## config.mk

```make
export PLATFORM = sky130hd
export DESIGN_NAME = edge_rate_counter_with_filter_core
export DESIGN_NICKNAME = d
export VERILOG_FILES = /design/src/rtl/erc_pkg.sv /design/src/rtl/erc_muldiv.sv /design/src/rtl/edge_rate_counter_with_filter_core.sv
export SDC_FILE = /design/constraint.sdc
export NUM_CORES = 2
export LEC_CHECK = 0
export ABC_AREA = 1
export BUFFER_PORTS_ARGS = -buffer_cell sky130_fd_sc_hd__buf_4
export CAP_MARGIN = 20
export CORE_MARGIN = 3
export CORE_UTILIZATION = 30
export DETAILED_ROUTE_END_ITERATION = 12
export REMOVE_ABC_BUFFERS = 1
export SLEW_MARGIN = 30
export SYNTH_ARGS = -nofsm -noshare
export SYNTH_HDL_FRONTEND = slang
export SYNTH_HIERARCHICAL = 1
export SYNTH_SLANG_ARGS = --single-unit
export TNS_END_PERCENT = 30
```

## constraint.sdc

```tcl
create_clock -name aclk -period 9.6 [get_ports aclk]
set_input_delay 1.92 -clock aclk [delete_from_list [all_inputs] [get_ports aclk]]
set_output_delay 1.92 -clock aclk [all_outputs]
set_load 0.02 [all_outputs]
```

## src/rtl/erc_pkg.sv

```systemverilog
`timescale 1ns / 1ps

package erc_pkg;

    // item kinds carried in the low bits of s_tuser
    typedef enum logic [2:0] {
        FN_EDGE        = 3'd0,
        FN_WINDOW      = 3'd1,
        FN_READ_COUNT  = 3'd2,
        FN_READ_SCALED = 3'd3,
        FN_READ_PERIOD = 3'd4,
        FN_RESTART     = 3'd5,
        FN_CLEAR_FILT  = 3'd6
    } func_t;

    // right shift applied to the product before it enters the divider
    typedef enum logic [1:0] {
        SHR_0  = 2'd0,
        SHR_8  = 2'd1,
        SHR_16 = 2'd2
    } shr_t;

    localparam int OPA_W      = 32;
    localparam int OPB_W      = 16;
    localparam int NUM_W      = OPA_W + OPB_W;
    localparam int DIV_W      = 16;
    localparam int RADIX_BITS = 2;
    localparam int DIV_CYCLES = NUM_W / RADIX_BITS;
    localparam int CNT_W      = $clog2(DIV_CYCLES);

    // register map
    localparam int          ADDR_W       = 4;
    localparam logic [3:0]  ADDR_WINDOW  = 4'h0;
    localparam logic [3:0]  ADDR_SPEED   = 4'h4;
    localparam logic [3:0]  ADDR_CAPTURE = 4'h8;

    localparam logic [15:0] WINDOW_RST = 16'd1000;
    localparam logic [15:0] SPEED_RST  = 16'd256;

    typedef struct packed {
        logic             start;
        logic [OPA_W-1:0] op_a;
        logic [OPB_W-1:0] op_b;
        shr_t             shr;
    } md_req_t;

    typedef struct packed {
        logic             done;
        logic [NUM_W-1:0] quot;
    } md_rsp_t;

    function automatic logic [15:0] sat16(input logic [31:0] v);
        return (v > 32'h0000_FFFF) ? 16'hFFFF : v[15:0];
    endfunction

endpackage

```

## src/rtl/erc_muldiv.sv

```systemverilog
`timescale 1ns / 1ps

module erc_muldiv (
    input  logic                    aclk,
    input  logic                    aresetn,
    input  erc_pkg::md_req_t        req,
    input  logic [15:0]             divisor,
    output erc_pkg::md_rsp_t        rsp
);
    import erc_pkg::*;

    logic [NUM_W-1:0] prod;
    logic [NUM_W-1:0] prod_shr;
    logic [DIV_W-1:0] dvs;

    logic [NUM_W-1:0] num_reg, num_next;
    logic [DIV_W-1:0] rem_reg, rem_next;
    logic [CNT_W-1:0] cnt_reg;
    logic             run_reg;
    logic             done_reg;

    logic [DIV_W:0]   trial;
    logic [DIV_W-1:0] r_work;
    logic [NUM_W-1:0] n_work;

    // zero window divides as one
    assign dvs  = (divisor == '0) ? DIV_W'(1) : divisor;
    assign prod = req.op_a * req.op_b;

    always_comb begin
        case (req.shr)
            SHR_0:   prod_shr = prod;
            SHR_8:   prod_shr = prod >> 8;
            SHR_16:  prod_shr = prod >> 16;
            default: prod_shr = prod;
        endcase
    end

    // two restoring division steps per cycle, quotient shifts into num
    always_comb begin
        r_work = rem_reg;
        n_work = num_reg;
        trial  = '0;
        for (int i = 0; i < RADIX_BITS; i++) begin
            trial  = {r_work, n_work[NUM_W-1]};
            n_work = {n_work[NUM_W-2:0], 1'b0};
            if (trial >= {1'b0, dvs}) begin
                trial     = trial - {1'b0, dvs};
                n_work[0] = 1'b1;
            end
            r_work = trial[DIV_W-1:0];
        end
        rem_next = r_work;
        num_next = n_work;
    end

    always_ff @(posedge aclk) begin
        if (!aresetn) begin
            run_reg  <= 1'b0;
            done_reg <= 1'b0;
            cnt_reg  <= '0;
        end else begin
            // pulse after the last divide step
            done_reg <= run_reg && !req.start && (cnt_reg == CNT_W'(DIV_CYCLES - 1));
            if (req.start) begin
                run_reg <= 1'b1;
                cnt_reg <= '0;
            end else if (run_reg) begin
                cnt_reg <= cnt_reg + CNT_W'(1);
                if (cnt_reg == CNT_W'(DIV_CYCLES - 1)) begin
                    run_reg <= 1'b0;
                end
            end
        end
    end

    always_ff @(posedge aclk) begin
        if (req.start) begin
            num_reg <= prod_shr;
            rem_reg <= '0;
        end else if (run_reg) begin
            num_reg <= num_next;
            rem_reg <= rem_next;
        end
    end

    assign rsp.done = done_reg;
    assign rsp.quot = num_reg;

endmodule

```

## src/rtl/edge_rate_counter_with_filter_core.sv

```systemverilog
`timescale 1ns / 1ps

// channel   | ports        | contents
// ----------+--------------+-------------------------------------------------
// input     | s_t*         | tdata: timestamp_us, scale; tuser: func, use_filtered
// result    | m_t*         | tdata: value, period_us; tuser: new_data
// config    | APB p*       | 0x0 window_ms, 0x4 filter_speed, 0x8 time_capture_on
//
// edge, read count, read period, restart, clear filter and unused codes pass
// through the exec and write states; window end and read scaled also pass
// through wait and fix, for the shared multiply / 2-bit-per-cycle divide unit
// one item is in flight at a time; s_tready is low until its result is loaded
// into the output register, which a stalled m_tready holds
// reset is synchronous and active low

module edge_rate_counter_with_filter_core #(
    parameter int COUNT_BITS = 16,
    parameter int TIME_BITS  = 32
) (
    input  logic                       aclk,
    input  logic                       aresetn,
    // input channel
    input  logic                       s_tvalid,
    output logic                       s_tready,
    input  logic [47:0]                s_tdata,   // timestamp_us[31:0], scale[47:32]
    input  logic [3:0]                 s_tuser,   // func[2:0], use_filtered[3]
    // result channel
    output logic                       m_tvalid,
    input  logic                       m_tready,
    output logic [47:0]                m_tdata,   // value[15:0], period_us[47:16]
    output logic                       m_tuser,   // new_data[0]
    // configuration
    input  logic                       psel,
    input  logic                       penable,
    input  logic                       pwrite,
    input  logic [erc_pkg::ADDR_W-1:0] paddr,
    input  logic [31:0]                pwdata,
    output logic [31:0]                prdata,
    output logic                       pready
);
    import erc_pkg::*;

    typedef enum logic [4:0] {
        ST_IDLE  = 5'b00001,
        ST_EXEC  = 5'b00010,
        ST_WAIT  = 5'b00100,
        ST_FIX   = 5'b01000,
        ST_WRITE = 5'b10000
    } state_t;

    // configuration registers
    logic [15:0] window_reg;
    logic [15:0] speed_reg;
    logic        capture_reg;
    logic        cfg_wr;

    // counter and filter state
    logic [COUNT_BITS-1:0] edge_count_reg;
    logic [COUNT_BITS-1:0] latched_reg;
    logic [31:0]           filt_reg;
    logic                  count_rdy_reg;
    logic [TIME_BITS-1:0]  cur_time_reg;
    logic [TIME_BITS-1:0]  prev_time_reg;
    logic                  period_rdy_reg;

    // sequencer and the item being worked on
    state_t               state_reg;
    func_t                func_reg;
    logic [TIME_BITS-1:0] ts_reg;
    logic                 use_f_reg;
    logic [15:0]          scale_reg;
    logic                 up_reg;
    logic [15:0]          val_reg;
    logic                 flag_reg;

    // output register
    logic        m_tvalid_reg;
    logic [47:0] m_tdata_reg;
    logic        m_tuser_reg;
    logic        out_load;

    logic        s_xfer;
    logic [15:0] lat_sat;
    logic [15:0] edge_sat;
    logic [31:0] target;
    logic        up_dir;
    logic [31:0] mag;
    logic [48:0] sum_up;
    logic [31:0] filt_up;
    logic [31:0] filt_dn;
    logic [15:0] quot_sat;
    logic [TIME_BITS-1:0] period_diff;

    md_req_t req;
    md_rsp_t rsp;

    // ---------------------------------------------------------------
    // configuration port
    // ---------------------------------------------------------------
    assign pready = 1'b1;
    assign cfg_wr = psel && penable && pwrite;

    always_ff @(posedge aclk) begin
        if (!aresetn) begin
            window_reg  <= WINDOW_RST;
            speed_reg   <= SPEED_RST;
            capture_reg <= 1'b0;
        end else if (cfg_wr) begin
            case (paddr)
                ADDR_WINDOW:  window_reg  <= pwdata[15:0];
                ADDR_SPEED:   speed_reg   <= pwdata[15:0];
                ADDR_CAPTURE: capture_reg <= pwdata[0];
                default:      ;
            endcase
        end
    end

    always_comb begin
        case (paddr)
            ADDR_WINDOW:  prdata = {16'h0, window_reg};
            ADDR_SPEED:   prdata = {16'h0, speed_reg};
            ADDR_CAPTURE: prdata = {31'h0, capture_reg};
            default:      prdata = 32'h0;
        endcase
    end

    // ---------------------------------------------------------------
    // datapath helpers
    // ---------------------------------------------------------------
    assign s_tready = (state_reg == ST_IDLE);
    assign s_xfer   = s_tvalid && s_tready;

    // result moves into the output register when it is free or draining
    assign out_load = (state_reg == ST_WRITE) && (!m_tvalid_reg || m_tready);

    assign lat_sat  = sat16(32'(latched_reg));
    assign edge_sat = sat16(32'(edge_count_reg));

    // filter target is the newly latched count in Q16.16
    assign target = {edge_sat, 16'h0};
    assign up_dir = (target >= filt_reg);
    assign mag    = up_dir ? (target - filt_reg) : (filt_reg - target);

    // shared unit request: speed*|diff|/256 or count*scale, then / window
    always_comb begin
        req.start = (state_reg == ST_EXEC) &&
                    ((func_reg == FN_WINDOW) || (func_reg == FN_READ_SCALED));
        if (func_reg == FN_WINDOW) begin
            req.op_a = mag;
            req.op_b = speed_reg;
            req.shr  = SHR_8;
        end else if (use_f_reg) begin
            req.op_a = filt_reg;
            req.op_b = scale_reg;
            req.shr  = SHR_16;
        end else begin
            req.op_a = 32'(latched_reg);
            req.op_b = scale_reg;
            req.shr  = SHR_0;
        end
    end

    erc_muldiv u_muldiv (
        .aclk    (aclk),
        .aresetn (aresetn),
        .req     (req),
        .divisor (window_reg),
        .rsp     (rsp)
    );

    // filter step applied with clamping
    assign sum_up   = {17'h0, filt_reg} + {1'b0, rsp.quot};
    assign filt_up  = (|sum_up[48:32]) ? 32'hFFFF_FFFF : sum_up[31:0];
    assign filt_dn  = (rsp.quot >= {16'h0, filt_reg}) ? 32'h0 : (filt_reg - rsp.quot[31:0]);
    assign quot_sat = (|rsp.quot[NUM_W-1:16]) ? 16'hFFFF : rsp.quot[15:0];

    assign period_diff = cur_time_reg - prev_time_reg;

    // ---------------------------------------------------------------
    // sequencer and state updates
    // ---------------------------------------------------------------
    always_ff @(posedge aclk) begin
        if (!aresetn) begin
            state_reg      <= ST_IDLE;
            edge_count_reg <= '0;
            latched_reg    <= '0;
            filt_reg       <= '0;
            count_rdy_reg  <= 1'b0;
            cur_time_reg   <= '0;
            prev_time_reg  <= '0;
            period_rdy_reg <= 1'b0;
            m_tvalid_reg   <= 1'b0;
        end else begin
            if (out_load) begin
                m_tvalid_reg <= 1'b1;
            end else if (m_tready) begin
                m_tvalid_reg <= 1'b0;
            end
            case (state_reg)
                ST_IDLE: begin
                    if (s_xfer) begin
                        state_reg <= ST_EXEC;
                    end
                end
                ST_EXEC: begin
                    // items that start the shared unit wait for it
                    state_reg <= req.start ? ST_WAIT : ST_WRITE;
                    case (func_reg)
                        FN_EDGE: begin
                            if (edge_count_reg != '1) begin
                                edge_count_reg <= edge_count_reg + COUNT_BITS'(1);
                            end
                            if (capture_reg) begin
                                prev_time_reg  <= cur_time_reg;
                                cur_time_reg   <= ts_reg;
                                period_rdy_reg <= 1'b1;
                            end
                        end
                        FN_WINDOW: begin
                            latched_reg    <= edge_count_reg;
                            edge_count_reg <= '0;
                            count_rdy_reg  <= 1'b1;
                        end
                        FN_READ_COUNT: begin
                            count_rdy_reg <= 1'b0;
                        end
                        FN_READ_PERIOD: begin
                            period_rdy_reg <= 1'b0;
                        end
                        FN_RESTART: begin
                            cur_time_reg   <= ts_reg;
                            prev_time_reg  <= ts_reg;
                            period_rdy_reg <= 1'b0;
                        end
                        FN_CLEAR_FILT: begin
                            filt_reg <= '0;
                        end
                        default: ;
                    endcase
                end
                ST_WAIT: begin
                    if (rsp.done) begin
                        state_reg <= ST_FIX;
                    end
                end
                ST_FIX: begin
                    state_reg <= ST_WRITE;
                    if (func_reg == FN_WINDOW) begin
                        filt_reg <= up_reg ? filt_up : filt_dn;
                    end else begin
                        count_rdy_reg <= 1'b0;
                    end
                end
                ST_WRITE: begin
                    if (out_load) begin
                        state_reg <= ST_IDLE;
                    end
                end
                default: begin
                    state_reg <= ST_IDLE;
                end
            endcase
        end
    end

    // item capture, pending result and output payload
    always_ff @(posedge aclk) begin
        if (s_xfer) begin
            func_reg  <= func_t'(s_tuser[2:0]);
            use_f_reg <= s_tuser[3];
            ts_reg    <= TIME_BITS'(s_tdata[31:0]);
            scale_reg <= s_tdata[47:32];
        end
        if (state_reg == ST_EXEC) begin
            up_reg <= up_dir;
            case (func_reg)
                FN_WINDOW: begin
                    val_reg  <= edge_sat;
                    flag_reg <= 1'b0;
                end
                FN_READ_COUNT: begin
                    val_reg  <= use_f_reg ? filt_reg[31:16] : lat_sat;
                    flag_reg <= count_rdy_reg;
                end
                FN_READ_PERIOD: begin
                    val_reg  <= lat_sat;
                    flag_reg <= period_rdy_reg;
                end
                default: begin
                    val_reg  <= lat_sat;
                    flag_reg <= 1'b0;
                end
            endcase
        end
        if ((state_reg == ST_FIX) && (func_reg == FN_READ_SCALED)) begin
            val_reg  <= quot_sat;
            flag_reg <= count_rdy_reg;
        end
        if (out_load) begin
            m_tdata_reg <= {32'(period_diff), val_reg};
            m_tuser_reg <= flag_reg;
        end
    end

    assign m_tvalid = m_tvalid_reg;
    assign m_tdata  = m_tdata_reg;
    assign m_tuser  = m_tuser_reg;

    // ---------------------------------------------------------------
    // assertions
    // ---------------------------------------------------------------
    // one item at a time: no transfer right after a transfer
    a_one_item: assert property (@(posedge aclk) disable iff (!aresetn)
        s_xfer |=> !s_tready)
        else $error("input accepted while an item is in flight");

    // the divider only finishes while the sequencer waits for it
    a_done_in_wait: assert property (@(posedge aclk) disable iff (!aresetn)
        rsp.done |-> (state_reg == ST_WAIT))
        else $error("divider finished outside the wait state");

    // a clear-filter item leaves the filter at zero
    a_clear_filt: assert property (@(posedge aclk) disable iff (!aresetn)
        ((state_reg == ST_EXEC) && (func_reg == FN_CLEAR_FILT)) |=> (filt_reg == 32'h0))
        else $error("filter not cleared");

endmodule
```

==> out/summary.json <==
{
  "synth": {
    "yosys_register_bits": 359,
    "synth-seq-area-share_pct": 19.2,
    "number_of_enable_flip_flop_cells_after_synthesis": 167,
    "synth_top_flop_cell": "sky130_fd_sc_hd__dfxtp_1",
    "netlist_instances": 6696,
    "mappedNetlistArea_mm2": 0.0462,
    "asr_flop_ratio_synth_pct": 0,
    "yosys_warnings": 6,
    "synth.avg_cell_area_um2": 6.90,
    "yosysUniqueCellTypes": 69
  },
  "clock_tree": {
    "clock_tree.htree_level_count": 2,
    "clock_tree.root_cell": "sky130_fd_sc_hd__clkbuf_16",
    "number_of_hold_repair_buffers_added_at_the_cts_stage": 0,
    "clk-insertion-delay-late_ns": 0.61,
    "cts.sinks": 359,
    "cts_tree": "yes",
    "cts.clk_slew.worst_paths_ns": 0.06,
    "cts-buffers-inserted": 43,
    "cts-root-to-sink-buffers": 3
  },
  "critical_path": {
    "crit_type": "reg -> reg",
    "cpMostUsedCell": "sky130_fd_sc_hd__nand2_1",
    "critPathCaptureType": "flip-flop",
    "cp_slowest_cell": "sky130_fd_sc_hd__fa_1",
    "worst-endpoint-arrival_ns": 9.48,
    "timing.critical_path.buf_inv": 13,
    "worst-endpoint-required_ns": 9.96,
    "startpoint_type": "flip-flop",
    "max_stage_delay_ns": 0.58,
    "crit_path_max_fanout": 16,
    "critical_path.top_delay_family": "adder cells"
  },
  "global_routing": {
    "antenna_found_initial": 3,
    "wire_length_of_the_first_global_routing_pass_um": 241000,
    "grt_usage_pct": 19.3,
    "overflow_left_after_global_routing": 0,
    "maximum_number_of_pins_on_one_net_before_global_route_repair": 67,
    "number_of_global_route_vias_before_repair": 41700
  },
  "drt": {
    "postRouteWirelength_um": 156000,
    "detailroute.via_count": 42600,
    "detail_route.first_pass.iterations": 6,
    "vias_cell": 4.83,
    "wire_per_inst_um": 17.7,
    "detail-route-antenna-nets": 0,
    "detailedRoute.firstIterationViolations": 3270,
    "drt_drc_violations_left": 0
  },
  "cells_and_area": {
    "fill_cells": 16400,
    "final_cells": 8813,
    "drive_above_1_share_pct": 7.90,
    "layout-area-overhead-vs-synth_pct": 10.9,
    "multi_input_comb_area_mm2": 0.0308,
    "seqCellArea_mm2": 0.00886,
    "nets": 7580
  },
  "timing": {
    "report.final.slew_viol_count": 0,
    "final_sum_of_negative_setup_slack_ns": 0,
    "worst_slew_margin_rel_pct": 43.1,
    "report.final.setup_viol": 0,
    "finalHoldViolCount": 0,
    "rsz0062_at_grt": "no",
    "fin_crit_ns": 9.11,
    "fin_skew_ns": 0.0336,
    "fin_crit_sh_pct": 94.9,
    "achievable-frequency_mhz": 110,
    "setup_slack_ns": 0.489,
    "tightest_slew_ns": 0.852
  },
  "die": {
    "top_level_ports": 179,
    "fp.dieW_um": 399,
    "initial_utilization_pct": 30.3,
    "rows": 143,
    "placeableCoreArea_mm2": 0.152,
    "floorplan.die.height_um": 399,
    "die-area_mm2": 0.159
  },
  "placement": {
    "port-buffer-count": 145,
    "dp_cells": 8730,
    "dp_slack_ns": 0.230,
    "place_congestion": 1.00,
    "dp_hpwl_um": 127000
  },
  "outcome": {
    "run_status": "finished clean"
  },
  "worst_hold_path": {
    "timing.hold.worst.class": "reg -> reg"
  },
  "pwr": {
    "fin_total_pwr_mw": 5.60,
    "worst_vdd_rail_ir_drop_uv": 231,
    "powerDensity_mw_per_mm2": 109,
    "power.static_leakage_nw": 26.4
  },
  "job": {
    "max_cap_violations": 0
  }
}
## layout make-up
type | count | area share [%]
well taps | 2030 | 4.95
clock buffers | 51 | 2.20
repair buffers | 256 | 3.95
diodes | 1 | 0.00488
inverters | 1498 | 11.0
flip-flops and latches | 359 | 17.3
multi-input cells | 4590 | 60.1
clock inverters | 28 | 0.581
## per-stage QoR
stage | utilization (%) | hold WS [ns] | area, µm²
CTS | 33.6 | 0.421 | 51200
global route | 33.6 | 0.432 | 51300
detailed placement | 32.7 | 0.405 | 49800
global placement | 32.6 | 0.409 | 49700
finish | 33.6 | 0.421 | 51300
floorplan | - | 0.400 | 45000
## synthesized netlist by cell type (all sizes together) (12+ instances only)
library cell     n  share of area [%]
nand3          376                4.6
xor2            79                1.5
a31oi           25               0.37
nand2         1803                 15
a21o            12               0.19
o211ai          13               0.21
o22ai           22               0.30
buf             55               0.94
nand3b          12               0.19
a21oi          330                3.6
edfxtp         167                 11
o21bai          24               0.39
nor2           508                4.4
o21ai          289                3.2
nor4            22               0.30
inv           1493                 12
clkbuf         207                1.7
fa             424                 18
or2             17               0.23
a211oi          94                1.5
xnor2           31               0.59
nand4           45               0.64
dfxtp          192                8.3
nor3            60               0.69
o221ai          16               0.30
ha             313                8.5
## power breakdown
part	total, mW	internal (mW)	leakage [nW]	switching (mW)
clock	1.67	0.938	0.680	0.728
combinational	2.22	0.711	22.6	1.51
sequential	1.71	1.67	3.08	0.0426
total	5.60	3.32	26.4	2.28
## logic make-up (layout without fill, tap and decap cells)
kind of cell    after synthesis  in the layout  share of synthesized area [%]
simple gates               2856           2856                           26.1
buf+inv                    1762           1833                           14.9
compound gates              870            870                           10.9
fa+ha+maj                   737            737                           26.8
flops                       359            359                           19.2
xor+xnor                    110            110                           2.08
other cells                   2             18                         0.0162
## layout by cell type (no fill, tap or decap), types with 79 or more instances in the layout
cell type                  instances
sky130_fd_sc_hd__a211oi_1         94
sky130_fd_sc_hd__a21oi_1         323
sky130_fd_sc_hd__buf_4           246
sky130_fd_sc_hd__dfxtp_1         192
sky130_fd_sc_hd__edfxtp_1        167
sky130_fd_sc_hd__fa_1            424
sky130_fd_sc_hd__ha_1            313
sky130_fd_sc_hd__inv_1          1472
sky130_fd_sc_hd__nand2_1        1763
sky130_fd_sc_hd__nand3_1         328
sky130_fd_sc_hd__nor2_1          475
sky130_fd_sc_hd__o21ai_0         229
sky130_fd_sc_hd__xor2_1           79
## worst paths after layout
path | startpoint | endpoint | slack [ns] | depth (start not counted)
min | val_reg[11] | m_tdata[11] | 0.42 | 0
max reg2reg | edge_count_reg[12] | u_muldiv/num_reg[19] | 0.49 | 42
min reg2reg | val_reg[11] | m_tdata[11] | 0.42 | 0
max | edge_count_reg[12] | u_muldiv/num_reg[19] | 0.49 | 42
## per-layer routing
layer  routed length, µm  GRT usage [%]  up-vias
met5                   0              0        -
met4                4560           5.40        0
met3               11800           3.68      230
met2               70600           31.7     1376
met1               68700           25.8    20200
li1                    -              -    20700
## repair_timing
item                                   in CTS  in global routing
setup endpoints to repair                   0                 44
buffers inserted                            0                  3
endpoints found under the hold margin       0                  0
resized for setup                           0                 10
Power figures use the tool's default switching activity.
